## config.mk

```make
export PLATFORM = sky130hd
export DESIGN_NAME = fullwidth_to_halfwidth_utf8_unit_flat
export DESIGN_NICKNAME = d
export VERILOG_FILES = /design/src/hdl/fw2hw_pkg.sv /design/src/hdl/fw2hw_byte_if.sv /design/src/hdl/fullwidth_to_halfwidth_utf8_unit.sv /design/src/hdl/fw2hw_conv.sv /design/src/hdl/fw2hw_oq.sv /design/src/flat_wrapper.sv
export SDC_FILE = /design/constraint.sdc
export NUM_CORES = 1
export LEC_CHECK = 0
export ABC_AREA = 1
export BUFFER_PORTS_ARGS = -buffer_cell sky130_fd_sc_hd__buf_2
export CAP_MARGIN = 15
export CORE_ASPECT_RATIO = 1.4
export CORE_MARGIN = 2
export CORE_UTILIZATION = 57
export CTS_CLUSTER_DIAMETER = 30
export DETAILED_ROUTE_END_ITERATION = 10
export MAX_ROUTING_LAYER = met4
export PLACE_DENSITY = 0.77
export SYNTH_ARGS = -nofsm -noshare
export SYNTH_HDL_FRONTEND = slang
export SYNTH_SLANG_ARGS = --single-unit
```

## constraint.sdc

```tcl
create_clock -name clk -period 2.3 [get_ports clk]
set_clock_uncertainty 0.1 [all_clocks]
set_input_delay 0.115 -clock clk [delete_from_list [all_inputs] [get_ports clk]]
set_output_delay 0.115 -clock clk [all_outputs]
set_load 0.01 [all_outputs]
```

## src/hdl/fw2hw_pkg.sv

```systemverilog
// ----------------------------------------------------------------------------
// fw2hw_pkg: shared types and constants
// Byte codes, queue sizing and the result record of the fullwidth to halfwidth
// UTF-8 converter.
// ----------------------------------------------------------------------------
package fw2hw_pkg;

  // lead byte thresholds for character length
  localparam logic [7:0] LEAD_2B_MIN = 8'hC0;
  localparam logic [7:0] LEAD_3B_MIN = 8'hE0;
  localparam logic [7:0] LEAD_4B_MIN = 8'hF0;

  // fullwidth sequences
  localparam logic [7:0] CJK_LEAD    = 8'hE3;
  localparam logic [7:0] CJK_SPACE   = 8'h80;
  localparam logic [7:0] FW_LEAD     = 8'hEF;
  localparam logic [7:0] FW_HI_PAGE  = 8'hBD;
  localparam logic [7:0] FW_LO_PAGE  = 8'hBC;
  localparam logic [7:0] FW_HI_OFS   = 8'h20;
  localparam logic [7:0] FW_LO_OFS   = 8'h60;
  localparam logic [7:0] ASCII_SPACE = 8'h20;

  // most result bytes one input byte can release
  localparam int MAX_RESULTS = 3;
  // default output queue depth
  localparam int OQ_DEPTH    = 8;

  // one result byte
  typedef struct packed {
    logic [7:0] octet;
    logic       last;
  } entry_t;

  // results of one accepted input byte, entry 0 goes out first
  typedef struct packed {
    logic [1:0]   cnt;
    entry_t [2:0] ent;
  } emit_t;

endpackage

```

## src/hdl/fw2hw_byte_if.sv

```systemverilog
// ----------------------------------------------------------------------------
// fw2hw_byte_if: byte stream channel
// Valid/ready channel carrying one byte and an end-of-text flag.
// ----------------------------------------------------------------------------
interface fw2hw_byte_if;
  logic       valid;
  logic       ready;
  logic [7:0] octet;
  logic       last;

  modport source (output valid, output octet, output last, input ready);
  modport sink   (input valid, input octet, input last, output ready);
endinterface

```

## src/hdl/fullwidth_to_halfwidth_utf8_unit.sv

```systemverilog
// ----------------------------------------------------------------------------
// fullwidth_to_halfwidth_utf8_unit: fullwidth to halfwidth UTF-8 converter
// Converts fullwidth ASCII forms and the ideographic space in a UTF-8 byte
// stream to their plain ASCII bytes.
// ----------------------------------------------------------------------------
// Usage:
//   in_ch carries the text one byte per request, last set on its final byte.
//   out_ch carries the converted text, last set on its final byte.
//   A byte is taken in every cycle while in_ch.ready is high. Bytes of 1-,
//   2- and 4-byte characters go into the output queue as they are taken. A
//   3-byte character is held inside until its third byte arrives; its one
//   or three result bytes then go into the output queue together.
//   Throughput is one byte per cycle on each side, set by the one-read
//   port of the output queue; in_ch.ready drops only when the queue has
//   fewer than three free entries, which happens when out_ch stalls.
//   A stalled receiver holds the head byte; no result is lost.
//   A character cut short by last is flushed raw and ends the text.
//   Synchronous reset (rst_n low) clears the character state and empties
//   the queue; out_ch.valid is low after reset.
// ----------------------------------------------------------------------------
module fullwidth_to_halfwidth_utf8_unit #(
  parameter int OQ_DEPTH = fw2hw_pkg::OQ_DEPTH
) (
  input  logic         clk,
  input  logic         rst_n,
  fw2hw_byte_if.sink   in_ch,
  fw2hw_byte_if.source out_ch
);

  fw2hw_pkg::emit_t emit;
  logic             room;
  logic             take;

  assign in_ch.ready = room;
  assign take        = in_ch.valid && room;

  // character tracking and mapping
  fw2hw_conv u_conv (
    .clk   (clk),
    .rst_n (rst_n),
    .take  (take),
    .octet (in_ch.octet),
    .last  (in_ch.last),
    .emit  (emit)
  );

  // result buffering
  fw2hw_oq #(
    .DEPTH (OQ_DEPTH)
  ) u_oq (
    .clk    (clk),
    .rst_n  (rst_n),
    .emit   (emit),
    .room   (room),
    .out_ch (out_ch)
  );

endmodule

```

## src/hdl/fw2hw_conv.sv

```systemverilog
// ----------------------------------------------------------------------------
// fw2hw_conv: character tracker and mapper
// Follows UTF-8 character boundaries, holds 3-byte characters until complete
// and maps fullwidth forms to their halfwidth bytes.
// ----------------------------------------------------------------------------
module fw2hw_conv (
  input  logic               clk,
  input  logic               rst_n,
  input  logic               take,
  input  logic [7:0]         octet,
  input  logic               last,
  output fw2hw_pkg::emit_t   emit
);

  logic [1:0] skip_left_r,   skip_left_nxt;
  logic [1:0] held_count_r,  held_count_nxt;
  logic [7:0] held_lead_r,   held_lead_nxt;
  logic [7:0] held_second_r, held_second_nxt;

  // state update and result bytes for the byte in the request
  always_comb begin
    skip_left_nxt   = skip_left_r;
    held_count_nxt  = held_count_r;
    held_lead_nxt   = held_lead_r;
    held_second_nxt = held_second_r;
    emit            = '0;
    if (take) begin
      priority if (held_count_r == 2'd1) begin
        // second byte of a held character
        if (last) begin
          emit.cnt    = 2'd2;
          emit.ent[0] = '{octet: held_lead_r, last: 1'b0};
          emit.ent[1] = '{octet: octet, last: 1'b1};
          skip_left_nxt   = '0;
          held_count_nxt  = '0;
          held_lead_nxt   = '0;
          held_second_nxt = '0;
        end else begin
          held_second_nxt = octet;
          held_count_nxt  = 2'd2;
        end
      end else if (held_count_r == 2'd2) begin
        // third byte completes the character
        priority if (held_lead_r == fw2hw_pkg::CJK_LEAD &&
                     held_second_r == fw2hw_pkg::CJK_SPACE &&
                     octet == fw2hw_pkg::CJK_SPACE) begin
          emit.cnt    = 2'd1;
          emit.ent[0] = '{octet: fw2hw_pkg::ASCII_SPACE, last: last};
        end else if (held_lead_r == fw2hw_pkg::FW_LEAD &&
                     held_second_r == fw2hw_pkg::FW_HI_PAGE) begin
          emit.cnt    = 2'd1;
          emit.ent[0] = '{octet: octet - fw2hw_pkg::FW_HI_OFS, last: last};
        end else if (held_lead_r == fw2hw_pkg::FW_LEAD &&
                     held_second_r == fw2hw_pkg::FW_LO_PAGE) begin
          emit.cnt    = 2'd1;
          emit.ent[0] = '{octet: octet - fw2hw_pkg::FW_LO_OFS, last: last};
        end else begin
          emit.cnt    = 2'd3;
          emit.ent[0] = '{octet: held_lead_r, last: 1'b0};
          emit.ent[1] = '{octet: held_second_r, last: 1'b0};
          emit.ent[2] = '{octet: octet, last: last};
        end
        held_count_nxt  = '0;
        held_lead_nxt   = '0;
        held_second_nxt = '0;
        if (last) begin
          skip_left_nxt = '0;
        end
      end else if (skip_left_r != 2'd0) begin
        // continuation of a 2- or 4-byte character
        emit.cnt      = 2'd1;
        emit.ent[0]   = '{octet: octet, last: last};
        skip_left_nxt = skip_left_r - 2'd1;
        if (last) begin
          skip_left_nxt   = '0;
          held_count_nxt  = '0;
          held_lead_nxt   = '0;
          held_second_nxt = '0;
        end
      end else begin
        // lead byte of a new character
        held_count_nxt = '0;
        if (octet >= fw2hw_pkg::LEAD_3B_MIN && octet < fw2hw_pkg::LEAD_4B_MIN) begin
          if (last) begin
            emit.cnt        = 2'd1;
            emit.ent[0]     = '{octet: octet, last: 1'b1};
            held_lead_nxt   = '0;
            held_second_nxt = '0;
          end else begin
            held_lead_nxt  = octet;
            held_count_nxt = 2'd1;
          end
        end else begin
          emit.cnt    = 2'd1;
          emit.ent[0] = '{octet: octet, last: last};
          priority if (octet < fw2hw_pkg::LEAD_2B_MIN) begin
            skip_left_nxt = 2'd0;
          end else if (octet < fw2hw_pkg::LEAD_3B_MIN) begin
            skip_left_nxt = 2'd1;
          end else begin
            skip_left_nxt = 2'd3;
          end
          if (last) begin
            skip_left_nxt   = '0;
            held_lead_nxt   = '0;
            held_second_nxt = '0;
          end
        end
      end
    end
  end

  // character state
  always_ff @(posedge clk) begin
    if (!rst_n) begin
      skip_left_r   <= '0;
      held_count_r  <= '0;
      held_lead_r   <= '0;
      held_second_r <= '0;
    end else begin
      skip_left_r   <= skip_left_nxt;
      held_count_r  <= held_count_nxt;
      held_lead_r   <= held_lead_nxt;
      held_second_r <= held_second_nxt;
    end
  end

  // a held character never overlaps a pass-through character
  a_hold_excl_skip: assert property (@(posedge clk) disable iff (!rst_n)
    (held_count_r != 2'd0) |-> (skip_left_r == 2'd0))
    else $error("held character while skipping");

  // at most two bytes are ever held
  a_hold_range: assert property (@(posedge clk) disable iff (!rst_n)
    held_count_r != 2'd3)
    else $error("held count out of range");

  // an end-of-text byte always releases a result and leaves no state behind
  a_last_flush: assert property (@(posedge clk) disable iff (!rst_n)
    (take && last) |-> (emit.cnt != 2'd0) ##1
      (held_count_r == 2'd0 && skip_left_r == 2'd0))
    else $error("end of text left state behind");

endmodule

```

## src/hdl/fw2hw_oq.sv

```systemverilog
// ----------------------------------------------------------------------------
// fw2hw_oq: output queue
// Small register queue that takes up to three result bytes a cycle and hands
// out one a cycle while out_ch.ready is high.
// ----------------------------------------------------------------------------
module fw2hw_oq #(
  parameter int DEPTH = fw2hw_pkg::OQ_DEPTH
) (
  input  logic                clk,
  input  logic                rst_n,
  input  fw2hw_pkg::emit_t    emit,
  output logic                room,
  fw2hw_byte_if.source        out_ch
);

  localparam int PW = (DEPTH > 1) ? $clog2(DEPTH) : 1;
  localparam int CW = $clog2(DEPTH + 1);
  localparam int MR = fw2hw_pkg::MAX_RESULTS;

  fw2hw_pkg::entry_t mem [DEPTH];
  logic [PW-1:0] wr_ptr_r, wr_ptr_nxt;
  logic [PW-1:0] rd_ptr_r, rd_ptr_nxt;
  logic [CW-1:0] count_r,  count_nxt;
  logic [PW-1:0] wr_idx [MR];
  logic          pop;
  logic [PW:0]   sum;

  // write slots with wrap
  always_comb begin
    for (int i = 0; i < MR; i++) begin
      sum = {1'b0, wr_ptr_r} + (PW+1)'(i);
      if (sum >= (PW+1)'(DEPTH)) begin
        sum = sum - (PW+1)'(DEPTH);
      end
      wr_idx[i] = sum[PW-1:0];
    end
    sum = {1'b0, wr_ptr_r} + (PW+1)'(emit.cnt);
    if (sum >= (PW+1)'(DEPTH)) begin
      sum = sum - (PW+1)'(DEPTH);
    end
    wr_ptr_nxt = sum[PW-1:0];
  end

  assign pop        = out_ch.valid && out_ch.ready;
  assign rd_ptr_nxt = !pop ? rd_ptr_r :
                      (rd_ptr_r == PW'(DEPTH - 1)) ? '0 : rd_ptr_r + PW'(1);
  assign count_nxt  = count_r + CW'(emit.cnt) - CW'(pop);

  // accept only when a worst-case burst fits
  assign room = (count_r <= CW'(DEPTH - MR));

  assign out_ch.valid = (count_r != '0);
  assign out_ch.octet = mem[rd_ptr_r].octet;
  assign out_ch.last  = mem[rd_ptr_r].last;

  // storage
  always_ff @(posedge clk) begin
    for (int i = 0; i < MR; i++) begin
      if (2'(i) < emit.cnt) begin
        mem[wr_idx[i]] <= emit.ent[i];
      end
    end
  end

  // pointers and fill level
  always_ff @(posedge clk) begin
    if (!rst_n) begin
      wr_ptr_r <= '0;
      rd_ptr_r <= '0;
      count_r  <= '0;
    end else begin
      wr_ptr_r <= wr_ptr_nxt;
      rd_ptr_r <= rd_ptr_nxt;
      count_r  <= count_nxt;
    end
  end

  // a push never overruns the queue
  a_no_overflow: assert property (@(posedge clk) disable iff (!rst_n)
    (emit.cnt != 2'd0) |-> ((CW+1)'(count_r) + (CW+1)'(emit.cnt) <= (CW+1)'(DEPTH)))
    else $error("output queue overflow");

  // fill level stays within depth
  a_count_range: assert property (@(posedge clk) disable iff (!rst_n)
    count_r <= CW'(DEPTH))
    else $error("output queue count out of range");

  // a lone pop drops the fill level by one
  a_pop_count: assert property (@(posedge clk) disable iff (!rst_n)
    (pop && emit.cnt == 2'd0) |=> (count_r == $past(count_r) - CW'(1)))
    else $error("output queue count slip on pop");

endmodule

```

## src/flat_wrapper.sv

```systemverilog
// flat-port wrapper written by rule: the top's interface ports become plain ports
module fullwidth_to_halfwidth_utf8_unit_flat 
#(
  parameter int OQ_DEPTH = fw2hw_pkg::OQ_DEPTH
)
  (clk, rst_n, in_ch_valid, in_ch_octet, in_ch_last, in_ch_ready, out_ch_valid, out_ch_octet, out_ch_last, out_ch_ready);
  fw2hw_byte_if in_ch_i ();
  fw2hw_byte_if out_ch_i ();
  input  logic clk;
  input  logic rst_n;
  input wire logic [$bits(in_ch_i.valid)-1:0] in_ch_valid;
  input wire logic [$bits(in_ch_i.octet)-1:0] in_ch_octet;
  input wire logic [$bits(in_ch_i.last)-1:0] in_ch_last;
  output wire logic [$bits(in_ch_i.ready)-1:0] in_ch_ready;
  output wire logic [$bits(out_ch_i.valid)-1:0] out_ch_valid;
  output wire logic [$bits(out_ch_i.octet)-1:0] out_ch_octet;
  output wire logic [$bits(out_ch_i.last)-1:0] out_ch_last;
  input wire logic [$bits(out_ch_i.ready)-1:0] out_ch_ready;
  assign in_ch_i.valid = in_ch_valid;
  assign in_ch_i.octet = in_ch_octet;
  assign in_ch_i.last = in_ch_last;
  assign in_ch_ready = in_ch_i.ready;
  assign out_ch_valid = out_ch_i.valid;
  assign out_ch_octet = out_ch_i.octet;
  assign out_ch_last = out_ch_i.last;
  assign out_ch_i.ready = out_ch_ready;
  fullwidth_to_halfwidth_utf8_unit #(.OQ_DEPTH(OQ_DEPTH)) u_core (.clk(clk), .rst_n(rst_n), .in_ch(in_ch_i), .out_ch(out_ch_i));
endmodule
```

==> reports/metrics.cfg <==
[run_status]
status = complete, but fails checks
violations = setup timing

[floorplan]
io_pins = 24
die_x_um = 101
dieArea_sq_um = 14200
num_rows = 49
die_y_um = 140
start_util = 0.586
core_area_sq_um = 12900

[sta]
setup_viol = 3
finalWorstSetupSlack_ps = -93.3
period_minus_slack_ps = 2390
fin_crit_sh = 1.04
relSlewSlack = 0.600
max_freq_ghz = 0.418
worst_pin_slew_ps = 600
fin_setup_tns_ps = -198
hold_ws_ps = 10.5
finalHoldViolCount = 0
timing.final.max_slew_violations = 0
rsz0062_at_grt = yes

[cells_and_area]
multiInputGateArea_sq_um = 4640
stdcell_count = 1317
layout-drive-gt1-share = 0.273
final_cell_mix = 244 x nand3_1, 152 x nand2_1, 120 x nor2_1
regArea_sq_um = 2830
n_fill_cell = 970
nets = 1165
area_growth_pct = 27.4
antenna_cells = 0
final_common_cell = nand3_1

[placed_design]
hpwl_um = 21500
placed_cells = 1288
portBuffers = 23
place.gp.congestion = 1.02

[power]
ir_drop_v = 0.000792
power_density_nw_per_um2 = 1030
leakage_uw = 0.00418

[yosys]
yosysWarnings = 0
synth_top_area_frac = 0.285
syn_nets = 1042
synth_cells = 1011
seq_area_frac_synth = 0.373
syn_area_per_cell_sq_um = 7.49
ys_types = 43
ys_seq_elements = 105
synth_top_cell_by_area = edfxtp_1
synth.area.top_cells = edfxtp_1 29%, nand3_1 17%, dfxtp_1 8.7%, nand2_1 8.2%, nor2_1 6.4%
syn_area_sq_um = 7580

[setup_path]
r2r_cells = 12
r2r_end = u_core.u_oq.count_r[1]
timing.rr.start = u_core.u_conv.held_second_r[2]
arrival_ps = 2520
crit_fanout = 5
crit_start = u_core.u_conv.held_second_r[2]
required_ps = 2420
path_class = flip-flop to flip-flop
crit_path_end_kind = flip-flop
ff2ff_setup_slack_ps = -90
cp-start-kind = flip-flop
critPathCapture = u_core.u_oq.count_r[1]

[route]
firstDrtPassIters = 8
drtAntennaViolNets = 0
vias = 8364
route.detailed.drc = 0
drt_wl_total_um = 29200
wl_per_cell_um = 22.2
drtIter0Drc = 1056
routed_via_density = 6.35

[clocking]
path_clk_slew_ps = 80
clk_latency_ps = 360
cts_tree = built
cts_htree_levels = 3
clockBufferDepth = 2
numClockSinks = 105
cts.root.buffer_cell = clkbuf_16
cts_buffers = 9

[global_routing]
antenna_found_initial = 0
grt_pass1_vias = 7849
grt_usage = 0.413
grt-ovfl-total = 0
grt_start_max_net_pins = 49
grt_pass1_wl_um = 43400

[job]
maxCapViolCount = 0

[worst_hold_path]
hold_path_class = primary input to flip-flop

==> worst min path at each step <==
stage                                          end  cells past startpoint            from
floorplan           u_core.u_conv.held_second_r[4]                      2           rst_n
global placement    u_core.u_conv.held_second_r[4]                      3  in_ch_octet[4]
detailed placement  u_core.u_conv.held_second_r[4]                      3  in_ch_octet[4]
CTS                         u_core.u_oq.count_r[0]                      3           rst_n
global route                u_core.u_oq.count_r[2]                      3           rst_n
finish                      u_core.u_oq.count_r[0]                      3           rst_n
==> registers in the layout, indices dropped and copies added (netlist names), named ones only <==
name,count
u_core.u_oq.wr_ptr_r,3
u_core.u_conv.held_lead_r,8
u_core.u_oq.rd_ptr_r,3
u_core.u_conv.skip_left_r,2
u_core.u_conv.held_second_r,8
u_core.u_oq.mem,72
u_core.u_conv.held_count_r,2
u_core.u_oq.count_r,4
==> worst max-delay path, cell delays in order, from the launching register on <==
cell and delay [ps]:
dfxtp_1 440, nand2_1 110, inv_1 80, nand2_1 60, nor2_2 150, nand2_2 100, nand2_4 90, o21bai_4 100
nand2_4 110, ha_4 210, buf_4 140, fa_2 540, nor2_1 40
==> layer usage <==
metal,vias to the layer above,part of all wire,global-route usage
li1,3811,-,-
met1,3814,0.35,0.485
met2,588,0.49,0.661
met3,151,0.080,0.0444
met4,0,0.081,0.272
met5,-,0,-
==> report_power, final <==
part	internal, uW	switching, uW
Clock	880	772
Sequential	2510	205
Combinational	1930	3610
Total	5320	4590
==> what timing repair did <==
item,4_1_cts,5_1_grt
pin swaps,7,22
cloned,1,3
hold buffers,1,0
gates resized for setup,13,75
endpoints found under the setup margin,93,138
setup buffers,2,6
endpoints found under the hold margin,1,0
==> logic make-up after synthesis <==
family,after synthesis,share of synthesized area
AOI/OAI and AO/OA,130,0.0949
DFF,105,0.373
xor gates and xnor gates,4,0.00462
adders and majority gates,18,0.0317
and+or+nand+nor,641,0.428
buffers and inverters,113,0.0677
==> synth_stat cells <==
master and number:
nor2_2 5, nor2_8 3, a31oi_1 13, fa_1 2, o211ai_1 4, nand4_4 5, a221oi_1 1, buf_2 15
buf_1 1, nor2_4 4, clkbuf_1 18, nor2_1 129, o21ai_0 57, nor3_1 5, ha_1 16, o211a_1 1
dfxtp_1 33, inv_1 51, nand3_1 255, xnor2_1 2, nand2_1 165, clkinv_1 4, a211oi_1 4, nor4_2 7
nand4_2 2, edfxtp_1 72, a21oi_1 28, or2_2 1, o22ai_1 9, nand2_2 8, inv_4 1, o21bai_1 1
a22oi_1 1, buf_4 4, nand2_4 3, o21ai_1 9, nand3_2 15, buf_6 7, o2111ai_1 2, xor2_1 2
nand4_1 25, inv_2 12, nor3_2 9
==> through the flow <==
step	setup slack, ps	utilization	power, uW	instance area, sq um
3_3_place_gp	-51.4	0.685	7550	8860
5_1_grt	-200	0.746	10400	9660
4_1_cts	-6.73	0.716	9370	9270
2_1_floorplan	-29.8	-	5720	7680
6_report	-93.3	0.746	9910	9660
3_5_place_dp	-109	0.685	7680	8860
==> final cells by class <==
| cell class | count | area share |
|---|---|---|
| sequential | 105 | 0.293 |
| clock inverter | 7 | 0.00985 |
| multi-input combinational | 795 | 0.480 |
| inverter | 68 | 0.0285 |
| clock buffer | 9 | 0.0233 |
| timing repair inverter | 1 | 0.000518 |
| tap | 178 | 0.0231 |
| timing repair buffer | 154 | 0.141 |
No activity file was read; power rests on OpenSTA's default activity.
